**src/sv/hlw_pkg.sv**
```systemverilog
// Shared types, constants and the digit conversion for the hex word loader.
// Used by the front end, the command queue, the back end and the top level.
package hlw_pkg;

  // Label table size; a power of two, so a label number wraps by its low bits
  localparam int LABEL_ENTRIES = 256;
  localparam int LABEL_BITS    = $clog2(LABEL_ENTRIES);
  // Width of the word counter and of each label table entry (at most 30)
  localparam int COUNT_BITS    = 24;

  localparam logic [31:0] LOAD_BASE_RESET = 32'h0000_4000;
  localparam logic [31:0] BRANCH_OPCODE   = 32'hEB00_0000;
  localparam logic [31:0] BRANCH_BASE     = 32'hFFFF_FFFE;
  localparam logic [31:0] OFFSET_MASK     = 32'h00FF_FFFF;

  localparam logic [7:0] CH_START   = 8'h02;
  localparam logic [7:0] CH_END     = 8'h03;
  localparam logic [7:0] CH_NEWLINE = 8'h0A;
  localparam logic [7:0] CH_HASH    = 8'h23;
  localparam logic [7:0] CH_ZERO    = 8'h30;
  localparam logic [7:0] CH_NINE    = 8'h39;
  localparam logic [7:0] CH_LOWER   = 8'h20;
  localparam logic [7:0] CH_ALPHA   = 8'h57;
  localparam logic [7:0] CH_LC_X    = 8'h78;
  localparam logic [7:0] CH_UC_X    = 8'h58;
  localparam logic [7:0] CH_LC_J    = 8'h6A;
  localparam logic [7:0] CH_UC_J    = 8'h4A;

  typedef enum logic [1:0] {
    LBL_NONE,
    LBL_DEFINE,
    LBL_BRANCH
  } lbl_mode_t;

  typedef enum logic [1:0] {
    CMD_DIGIT,
    CMD_END,
    CMD_DEFINE,
    CMD_BRANCH
  } cmd_op_t;

  typedef struct packed {
    cmd_op_t               op;
    logic [7:0]            digit;
    logic [LABEL_BITS-1:0] label;
  } cmd_t;

  // No validity test: letters fold to lower case, everything wraps mod 256
  function automatic logic [7:0] digit_of(input logic [7:0] c);
    logic [7:0] d;
    if (c > CH_NINE) begin
      d = (c | CH_LOWER) - CH_ALPHA;
    end else begin
      d = c - CH_ZERO;
    end
    return d;
  endfunction

endpackage

```
**src/sv/hlw_cmdq.sv**
```systemverilog
// Two-entry command queue between the classifier and the word builder.
// Uses hlw_pkg for the command type.
module hlw_cmdq (
  input  logic          clk,
  input  logic          rst_n,
  input  logic          push,
  input  hlw_pkg::cmd_t push_data,
  output logic          full,
  input  logic          pop,
  output logic          empty,
  output hlw_pkg::cmd_t head
);
  import hlw_pkg::*;

  cmd_t       ent_r [2];
  logic       wr_r, wr_nxt;
  logic       rd_r, rd_nxt;
  logic [1:0] cnt_r, cnt_nxt;

  assign full  = (cnt_r == 2'd2);
  assign empty = (cnt_r == 2'd0);
  assign head  = ent_r[rd_r];

  always_comb begin
    wr_nxt  = push ? ~wr_r : wr_r;
    rd_nxt  = pop ? ~rd_r : rd_r;
    cnt_nxt = cnt_r + {1'b0, push} - {1'b0, pop};
  end

  always_ff @(posedge clk) begin
    if (!rst_n) begin
      wr_r  <= 1'b0;
      rd_r  <= 1'b0;
      cnt_r <= 2'd0;
    end else begin
      wr_r  <= wr_nxt;
      rd_r  <= rd_nxt;
      cnt_r <= cnt_nxt;
    end
  end

  always_ff @(posedge clk) begin
    if (push) begin
      ent_r[wr_r] <= push_data;
    end
  end

endmodule

```
**config.mk**
```make
export PLATFORM = sky130hd
export DESIGN_NAME = hlw_cmdq
export DESIGN_NICKNAME = d
export VERILOG_FILES = /design/src/sv/hlw_pkg.sv /design/src/sv/hlw_cmdq.sv
export SDC_FILE = /design/constraint.sdc
export NUM_CORES = 1
export LEC_CHECK = 0
export CAP_MARGIN = 20
export CORE_ASPECT_RATIO = 1.4
export CORE_UTILIZATION = 50
export CTS_CLUSTER_DIAMETER = 100
export DETAILED_ROUTE_END_ITERATION = 8
export DONT_BUFFER_PORTS = 1
export PLACE_DENSITY = 0.62
export SYNTH_ARGS = -nofsm -noshare
export SYNTH_HDL_FRONTEND = slang
export SYNTH_SLANG_ARGS = --single-unit
```
**constraint.sdc**
```tcl
create_clock -name clk -period 4.3 [get_ports clk]
set_input_delay 0.86 -clock clk [delete_from_list [all_inputs] [get_ports clk]]
set_output_delay 0.86 -clock clk [all_outputs]
set_load 0.1 [all_outputs]
```
==> flow_summary.yaml <==
synth:
  ys_ff_latch: 41
  syn_area_per_cell_sq_um: 20.5
  syn_nets: 101
  synth_area_sq_mm: 0.00158
  ys.flop_type: "edfxtp_1"
  ys_warn_count: 0
  postSynthCellCount: 77
  synth_cell_types: 14
  synth-edff-count: 36
  synthTopCellsByArea: "edfxtp_1, mux2_4, dfxtp_1"
  ys_seq_area_share_pct: 74.9
  async_reset_ff_share_pct: 0
  synth_top_area_share_pct: 68.5
  synth_common_cells: "edfxtp_1, mux2_4, mux2_2"
  yosysMostFrequentCell: "edfxtp_1"
  post-synth-top-area-cell: "edfxtp_1"
sta:
  clock.fmax_mhz: 362
  slew_headroom_pct: 28.8
  grt_setup_unrepaired: "no"
  setup_violations: 0
  timing_hold_violations_final: 0
  maxSlewViolCount: 0
  fin_crit_ns: 2.76
  timing.final.crit_share_pct: 64.3
  fin_setup_tns_ns: 0
  clock_skew_ns: 0.00303
  worst_pin_slew_ns: 1.07
clock_tree:
  cts_tree: "done"
  post_cts_buffers: 0
  htreeDepth: 2
  clk_latency_ns: 0.28
  cts_resized: 0
  cts-root-buf: "clkbuf_8"
  hold_buffers: 0
  cts.clk_slew.worst_paths_ns: 0.07
  clock_path_buffers: 2
  cts.sinks: 41
  cts_inserted_buffers: 5
floorplanning:
  fp.dieW_um: 49.5
  ios: 42
  rows: 23
  die_h_um: 68.5
  core-area_sq_mm: 0.00294
  dieArea_sq_mm: 0.00339
  start_util_pct: 53.8
worst_hold_path:
  min_path_type: "reg2reg"
  hold_path_depth: 2
cells_and_area:
  nNetsFinal: 106
  drive_gt1_share_pct: 32.5
  diodes: 0
  syn_to_final_growth_pct: 8.17
  stdcell_count: 120
  fillers: 233
critical_path:
  end_kind: "primary output"
  reg2regPathDepth: 1
  worst-setup-path-type: "reg2out"
  critPathLaunchType: "flip-flop"
  worstPathArrival_ns: 1.90
  cp_slowest_stage_delay_ns: 0.95
  crit_family: "flip-flops"
  path_depth: 1
  critPathRequiredTime_ns: 3.44
  path_cells: "mux2_2"
  slowest_stage: "dfxtp_1"
  cp_max_fo: 18
  cp_num_buf_inv: 0
routing:
  viasPerCell: 5.32
  wl_um: 1990
  drtIter0Drc: 14
  drc: 0
  drtAntennaViolNets: 0
  wl_per_cell_um: 16.6
  num_vias: 638
  first_pass_iters: 3
placed_design:
  dp_cells: 112
  routabilityCongestion: 0.618
  portBuffers: 0
global_route:
  track_usage_pct: 13.0
  antenna_found_initial: 0
  grt_pass1_wl_um: 2920
  grt_max_degree: 20
  first_global_vias: 644
  overflow: 0
run_status:
  status: "finished clean"
power:
  powerDensity_mw_per_mm2: 587
  leakage_nw: 0.604
  ir_worst_vdd_mv: 0.372
flow_run:
  maxCapViolations: 0
logic make-up after synthesis:
family | after synthesis | share of synthesized area (%)
flip-flops | 41 | 74.9
buffers and inverters | 4 | 2.46
AND/OR/NAND/NOR | 9 | 3.41
adder cells (fa/ha/maj) | 2 | 1.59
XOR/XNOR | 2 | 1.98
multiplexers | 18 | 15.2
AO/OA/AOI/OAI | 1 | 0.476
state kept, by name, summed over array words and instances (netlist names), named ones only:
| signal | count |
|---|---|
| cnt_r | 2 |
| ent_r | 36 |
| wr_r | 1 |
| rd_r | 1 |
cell usage in the layout (no fill, tap or decap), drive strengths merged, types with 2 or more instances in the layout:
master  netlist  layout
edfxtp       36      36
mux2         18      18
clkbuf        0       6
dfxtp         5       5
and2          4       4
nor2b         4       4
inv           2       2
ha            2       2
area by class of cell:
cell class                      instances  area, sq um  share of cell area (%)
Sequential cell                        41         1180                    69.2
Multi-Input combinational cell         32          365                    21.4
Clock buffer                            6         72.6                    4.25
Tap cell                               37         46.3                    2.71
Clock inverter                          2         33.8                    1.98
Inverter                                2         7.51                   0.440
routing by layer:
layer / track usage (%) / routed length (um) / up-vias
li1: - / - / 294
met1: 10.9 / 675 / 306
met2: 22.8 / 1070 / 32
met3: 8.00 / 198 / 6
met4: 8.57 / 46 / 0
met5: 0 / 0 / -
through the flow:
stage               util (%)  hold WS, ns  worst slack, ns  total power, mW  area [sq um]
CTS                     58.1        0.584             1.49             1.01          1710
global route            58.1        0.615             1.39             1.03          1710
finish                  58.1        0.580             1.54             1.00          1710
detailed placement      54.5        0.570             1.80            0.722          1600
global placement        54.5        0.569             1.81            0.718          1600
floorplan                  -        0.555             1.73            0.712          1580
where the power goes:
| group | switching [mW] | internal, mW | total [mW] |
|---|---|---|---|
| Clock | 0.120 | 0.171 | 0.291 |
| Sequential | 0.0165 | 0.460 | 0.476 |
| Combinational | 0.191 | 0.0434 | 0.234 |
final timing paths:
kind	startpoint	end	slack, ns
min	rd_r	flip-flop	0.58
min reg2reg	rd_r	flip-flop	0.58
max	flip-flop	head[5]	1.54
max reg2reg	wr_r	ent_r[0][7]	2.84
Note: power is estimated with default switching activity, not from simulation.
