**src/sv/hlw_pkg.sv**
```systemverilog
// Shared types, constants and the digit conversion for the hex word loader.
// Used by the front end, the command queue, the back end and the top level.
package hlw_pkg;

  // Label table size; a power of two, so a label number wraps by its low bits
  localparam int LABEL_ENTRIES = 256;
  localparam int LABEL_BITS    = $clog2(LABEL_ENTRIES);
  // Width of the word counter and of each label table entry (at most 30)
  localparam int COUNT_BITS    = 24;

  localparam logic [31:0] LOAD_BASE_RESET = 32'h0000_4000;
  localparam logic [31:0] BRANCH_OPCODE   = 32'hEB00_0000;
  localparam logic [31:0] BRANCH_BASE     = 32'hFFFF_FFFE;
  localparam logic [31:0] OFFSET_MASK     = 32'h00FF_FFFF;

  localparam logic [7:0] CH_START   = 8'h02;
  localparam logic [7:0] CH_END     = 8'h03;
  localparam logic [7:0] CH_NEWLINE = 8'h0A;
  localparam logic [7:0] CH_HASH    = 8'h23;
  localparam logic [7:0] CH_ZERO    = 8'h30;
  localparam logic [7:0] CH_NINE    = 8'h39;
  localparam logic [7:0] CH_LOWER   = 8'h20;
  localparam logic [7:0] CH_ALPHA   = 8'h57;
  localparam logic [7:0] CH_LC_X    = 8'h78;
  localparam logic [7:0] CH_UC_X    = 8'h58;
  localparam logic [7:0] CH_LC_J    = 8'h6A;
  localparam logic [7:0] CH_UC_J    = 8'h4A;

  typedef enum logic [1:0] {
    LBL_NONE,
    LBL_DEFINE,
    LBL_BRANCH
  } lbl_mode_t;

  typedef enum logic [1:0] {
    CMD_DIGIT,
    CMD_END,
    CMD_DEFINE,
    CMD_BRANCH
  } cmd_op_t;

  typedef struct packed {
    cmd_op_t               op;
    logic [7:0]            digit;
    logic [LABEL_BITS-1:0] label;
  } cmd_t;

  // No validity test: letters fold to lower case, everything wraps mod 256
  function automatic logic [7:0] digit_of(input logic [7:0] c);
    logic [7:0] d;
    if (c > CH_NINE) begin
      d = (c | CH_LOWER) - CH_ALPHA;
    end else begin
      d = c - CH_ZERO;
    end
    return d;
  endfunction

endpackage

```
**src/sv/hlw_front.sv**
```systemverilog
// Character classifier: start/end framing, comments, label prefixes.
// Turns each accepted character into at most one command; uses hlw_pkg.
module hlw_front (
  input  logic          clk,
  input  logic          rst_n,
  input  logic          in_push,
  input  logic [7:0]    in_rx_char,
  input  logic          cmdq_full,
  output logic          cmd_push,
  output hlw_pkg::cmd_t cmd_data
);
  import hlw_pkg::*;

  logic      started_r, started_nxt;
  logic      finished_r, finished_nxt;
  logic      comment_r, comment_nxt;
  lbl_mode_t mode_r, mode_nxt;
  logic      seen_r, seen_nxt;
  logic [3:0] first_r, first_nxt;

  logic       accept;
  logic [7:0] d;
  logic [7:0] lbl8;

  assign accept = in_push && !cmdq_full;
  assign d      = digit_of(in_rx_char);
  // the whole converted digit ORs in, so its upper nibble lands on the first one
  assign lbl8   = {first_r | d[7:4], d[3:0]};

  always_ff @(posedge clk) begin
    if (!rst_n) begin
      started_r  <= 1'b0;
      finished_r <= 1'b0;
      comment_r  <= 1'b0;
      mode_r     <= LBL_NONE;
      seen_r     <= 1'b0;
      first_r    <= '0;
    end else begin
      started_r  <= started_nxt;
      finished_r <= finished_nxt;
      comment_r  <= comment_nxt;
      mode_r     <= mode_nxt;
      seen_r     <= seen_nxt;
      first_r    <= first_nxt;
    end
  end

  always_comb begin
    logic in_cmt;
    started_nxt    = started_r;
    finished_nxt   = finished_r;
    comment_nxt    = comment_r;
    mode_nxt       = mode_r;
    seen_nxt       = seen_r;
    first_nxt      = first_r;
    cmd_push       = 1'b0;
    cmd_data.op    = CMD_DIGIT;
    cmd_data.digit = d;
    cmd_data.label = lbl8[LABEL_BITS-1:0];
    in_cmt         = comment_r || (in_rx_char == CH_HASH);

    if (accept && !finished_r) begin
      if (!started_r) begin
        if (in_rx_char == CH_START) begin
          started_nxt = 1'b1;
        end
      end else if (mode_r == LBL_DEFINE || mode_r == LBL_BRANCH) begin
        // both label characters are taken as digits, whatever they are
        if (!seen_r) begin
          first_nxt = d[3:0];
          seen_nxt  = 1'b1;
        end else begin
          cmd_push    = 1'b1;
          cmd_data.op = (mode_r == LBL_DEFINE) ? CMD_DEFINE : CMD_BRANCH;
          mode_nxt    = LBL_NONE;
          seen_nxt    = 1'b0;
          first_nxt   = '0;
        end
      end else begin
        mode_nxt = LBL_NONE;
        if (in_rx_char == CH_END) begin
          finished_nxt = 1'b1;
          cmd_push     = 1'b1;
          cmd_data.op  = CMD_END;
        end else if (in_cmt) begin
          comment_nxt = (in_rx_char != CH_NEWLINE);
        end else if (in_rx_char == CH_LC_X || in_rx_char == CH_UC_X) begin
          mode_nxt = LBL_DEFINE;
          seen_nxt = 1'b0;
        end else if (in_rx_char == CH_LC_J || in_rx_char == CH_UC_J) begin
          mode_nxt = LBL_BRANCH;
          seen_nxt = 1'b0;
        end else if (in_rx_char >= CH_ZERO) begin
          cmd_push = 1'b1;
        end
      end
    end
  end

endmodule

```
**config.mk**
```make
export PLATFORM = sky130hd
export DESIGN_NAME = hlw_front
export DESIGN_NICKNAME = d
export VERILOG_FILES = /design/src/sv/hlw_pkg.sv /design/src/sv/hlw_front.sv
export SDC_FILE = /design/constraint.sdc
export NUM_CORES = 1
export LEC_CHECK = 0
export BUFFER_PORTS_ARGS = -buffer_cell sky130_fd_sc_hd__buf_2
export CORE_MARGIN = 2
export CORE_UTILIZATION = 45
export DETAILED_ROUTE_END_ITERATION = 6
export PLACE_DENSITY = 0.71
export SETUP_SLACK_MARGIN = 0.3
export SLEW_MARGIN = 30
export SYNTH_ARGS = -nofsm -noshare
export SYNTH_HDL_FRONTEND = slang
export SYNTH_SLANG_ARGS = --single-unit
```
**constraint.sdc**
```tcl
create_clock -name clk -period 3.55 [get_ports clk]
set_input_delay 0.5325 -clock clk [delete_from_list [all_inputs] [get_ports clk]]
set_output_delay 0.5325 -clock clk [all_outputs]
set_load 0.05 [all_outputs]
```
==> results.py <==
metrics = {
    "finish": {
        "drive_gt1_share_pct": 27.6,
        "area_growth_pct": 15.4,
        "final_common_cell": "buf_2",
        "fin_nets": 183,
        "final_cell_mix": "buf_2 (30), ha_1 (13), nand2_1 (10), nand3_1 (10), dfxtp_1 (10)",
        "antennaDiodeCount": 0,
        "fin_cells": 184,
    },
    "hold_path": {
        "hold_depth": 2,
        "min_path_type": "flip-flop to flip-flop",
        "worstHoldStart": "first_r[1]",
    },
    "floorplanning": {
        "dieArea_um2": 2740,
        "num_rows": 17,
        "core-area_um2": 2210,
        "die_w_um": 52.4,
        "ios": 31,
        "initial_core_util_pct": 47.6,
        "die_y_um": 52.4,
    },
    "logic_synthesis": {
        "syn-cell-area_um2": 1050,
        "ys_ff_latch": 10,
        "synth_top_area_share_pct": 19.0,
        "async_flop_share_pct": 0,
        "synth_edf_count": 0,
        "muxShareOfSynthArea_pct": 2.02,
        "synth_area_per_cell_um2": 8.10,
        "ys_types": 45,
        "yosys_most_used_dff": "dfxtp_1",
        "synth-simple-area-share_pct": 30.2,
        "syn_inst": 130,
        "yosys_warnings": 0,
        "synth-seq-area-share_pct": 19.0,
        "synth_xor_area_share_pct": 4.16,
        "yosysTopAreaCell": "dfxtp_1",
        "synth_fa_ha_area_share_pct": 15.4,
        "synth_fp_nets": 155,
        "synth_top_family_by_area": "simple AND/OR/NAND/NOR gates",
        "synthTopCellsByArea": "dfxtp_1 (19%), ha_1 (15%), nand3_1 (4.8%)",
        "synth-compound-area-share_pct": 22.4,
    },
    "outcome": {
        "outcome": "finished, final reports clean",
    },
    "clock_tree": {
        "clk_latency_ns": 0.27,
        "cts_inserted_buffers": 3,
        "cts-hold-fix-buffers": 0,
        "post_cts_buffers": 0,
        "cts_tree": "built",
        "clkSinkCount": 10,
        "cts.path.max_buffers": 2,
        "post_cts_resized": 0,
        "root_buffer": "clkbuf_4",
        "path_clk_slew_ns": 0.06,
        "htreeDepth": 1,
    },
    "grt": {
        "grtUsageTotal_pct": 20.5,
        "grt_pass1_vias": 978,
        "antenna_found_initial": 0,
        "overflow": 0,
        "grt_pass1_wl_um": 4180,
        "grt_max_degree": 12,
    },
    "critical_path": {
        "worstPathRequired_ns": 3.02,
        "crit_top_cell": "buf_2",
        "slowest_stage": "and2_0",
        "worst_r2r_startpoint": "mode_r[1]",
        "crit_cells": 8,
        "critPathMaxStageDelay_ns": 0.30,
        "crit_buf_inv": 3,
        "cp_top_family": "buffers and inverters",
        "end_kind": "output port",
        "cp-start-kind": "primary input",
        "crit_fanout": 7,
        "criticalPathCategory": "primary input to output port",
        "r2r_cells": 5,
        "path_cells": "buf_2, inv_1, ha_1, nand3_1, and2_0, o21ai_2, mux2i_1, buf_2",
        "crit_start": "in_rx_char[6]",
        "worstPathArrival_ns": 2.15,
    },
    "drt": {
        "avgViaCountPerCell": 5.67,
        "wire_per_inst_um": 13.6,
        "ant_nets": 0,
        "wl_um": 2490,
        "drt-initial-drc-count": 23,
        "num_vias": 1043,
        "drc": 0,
        "dr.pass1.iters": 4,
    },
    "sta": {
        "finalMaxSlewViolations": 0,
        "worst_slew_pin_slew_ns": 0.502,
        "slew_headroom_pct": 66.4,
        "setup-violations-final": 0,
        "rsz0062_at_grt": "no",
        "layout_min_cycle_time_ns": 2.69,
        "tns_ns": 0,
        "skew_ns": 0.00866,
        "hold_viol": 0,
        "max_freq_mhz": 372,
        "period_share_pct": 75.7,
    },
    "place": {
        "dpl.hpwl_um": 1990,
        "port_buffers": 30,
        "gp_congestion": 0.920,
        "dp_cells": 181,
    },
    "power": {
        "power.density_nw_per_um2": 289,
        "leakage_uw": 0.000557,
        "ir_drop_mv": 0.228,
    },
    "run": {
        "maxCapViolCount": 0,
    },
}
power by group:
group	total [uW]	internal [uW]	switching (uW)
sequential	112	112	0.00991
combinational	159	40.3	119
clock	80.4	39.2	41.2
cell families (layout without fill, tap and decap cells):
kind of cell,count (synthesis),count (layout)
multiplexers,2,2
AND/OR/NAND/NOR,51,51
flip-flops,10,10
adder cells (fa/ha/maj),13,13
buffers and inverters,14,40
XOR/XNOR,5,5
AO/OA/AOI/OAI,35,35
layer usage:
metal / track usage [%] / part of all wire, %
met1: 24.3 / 48
met4: 10.7 / 1.5
met5: 0 / 0
met3: 3.71 / 3.3
met2: 34.8 / 47
tightest hold or removal path: stages (launching register included):
cell and delay (ns):
dfxtp_1 0.32, nand2_1 0.05, nand3_1 0.06
cells in the mapped netlist (3+ instances only):
| library cell | count |
|---|---|
| nand3_1 | 10 |
| dfxtp_1 | 10 |
| ha_1 | 13 |
| and2_1 | 3 |
| inv_1 | 7 |
| xnor2_1 | 5 |
| a21oi_1 | 5 |
| nand4_1 | 3 |
| nand2_1 | 10 |
| a21o_1 | 3 |
| o21ai_0 | 9 |
| nor2_1 | 6 |
| a31oi_1 | 3 |
| and3_1 | 3 |
| buf_4 | 5 |
sequential cells by signal (all words and copies together) (netlist names):
| name | flops |
|---|---|
| mode_r | 2 |
| seen_r | 1 |
| comment_r | 1 |
| started_r | 1 |
| finished_r | 1 |
| first_r | 4 |
through the flow:
| stage | worst slack [ns] | hold slack [ns] | utilization, % | area, um2 | power, uW |
|---|---|---|---|---|---|
| 2_1_floorplan | 0.413 | 0.416 | - | 1050 | 242 |
| 3_3_place_gp | 0.923 | 0.434 | 54.0 | 1190 | 273 |
| 3_5_place_dp | 0.874 | 0.441 | 54.0 | 1190 | 274 |
| 4_1_cts | 0.867 | 0.455 | 55.0 | 1220 | 354 |
| 5_1_grt | 0.671 | 0.492 | 55.0 | 1220 | 370 |
| 6_report | 0.863 | 0.456 | 55.0 | 1220 | 352 |
final timing paths:
path         slack, ns           to
max               0.86  cmd_data[6]
min reg2reg       0.46   first_r[1]
min               0.46   first_r[1]
max reg2reg       1.91   first_r[0]
area by class of cell:
cell class / count / area (um2)
flip-flops and latches: 10 / 200
clock buffers: 3 / 22.5
fillers: 213 / 996
well taps: 28 / 35.0
multi-input cells: 106 / 782
inverters: 7 / 26.3
repair buffers: 30 / 150
(Power assumes the default switching activity.)
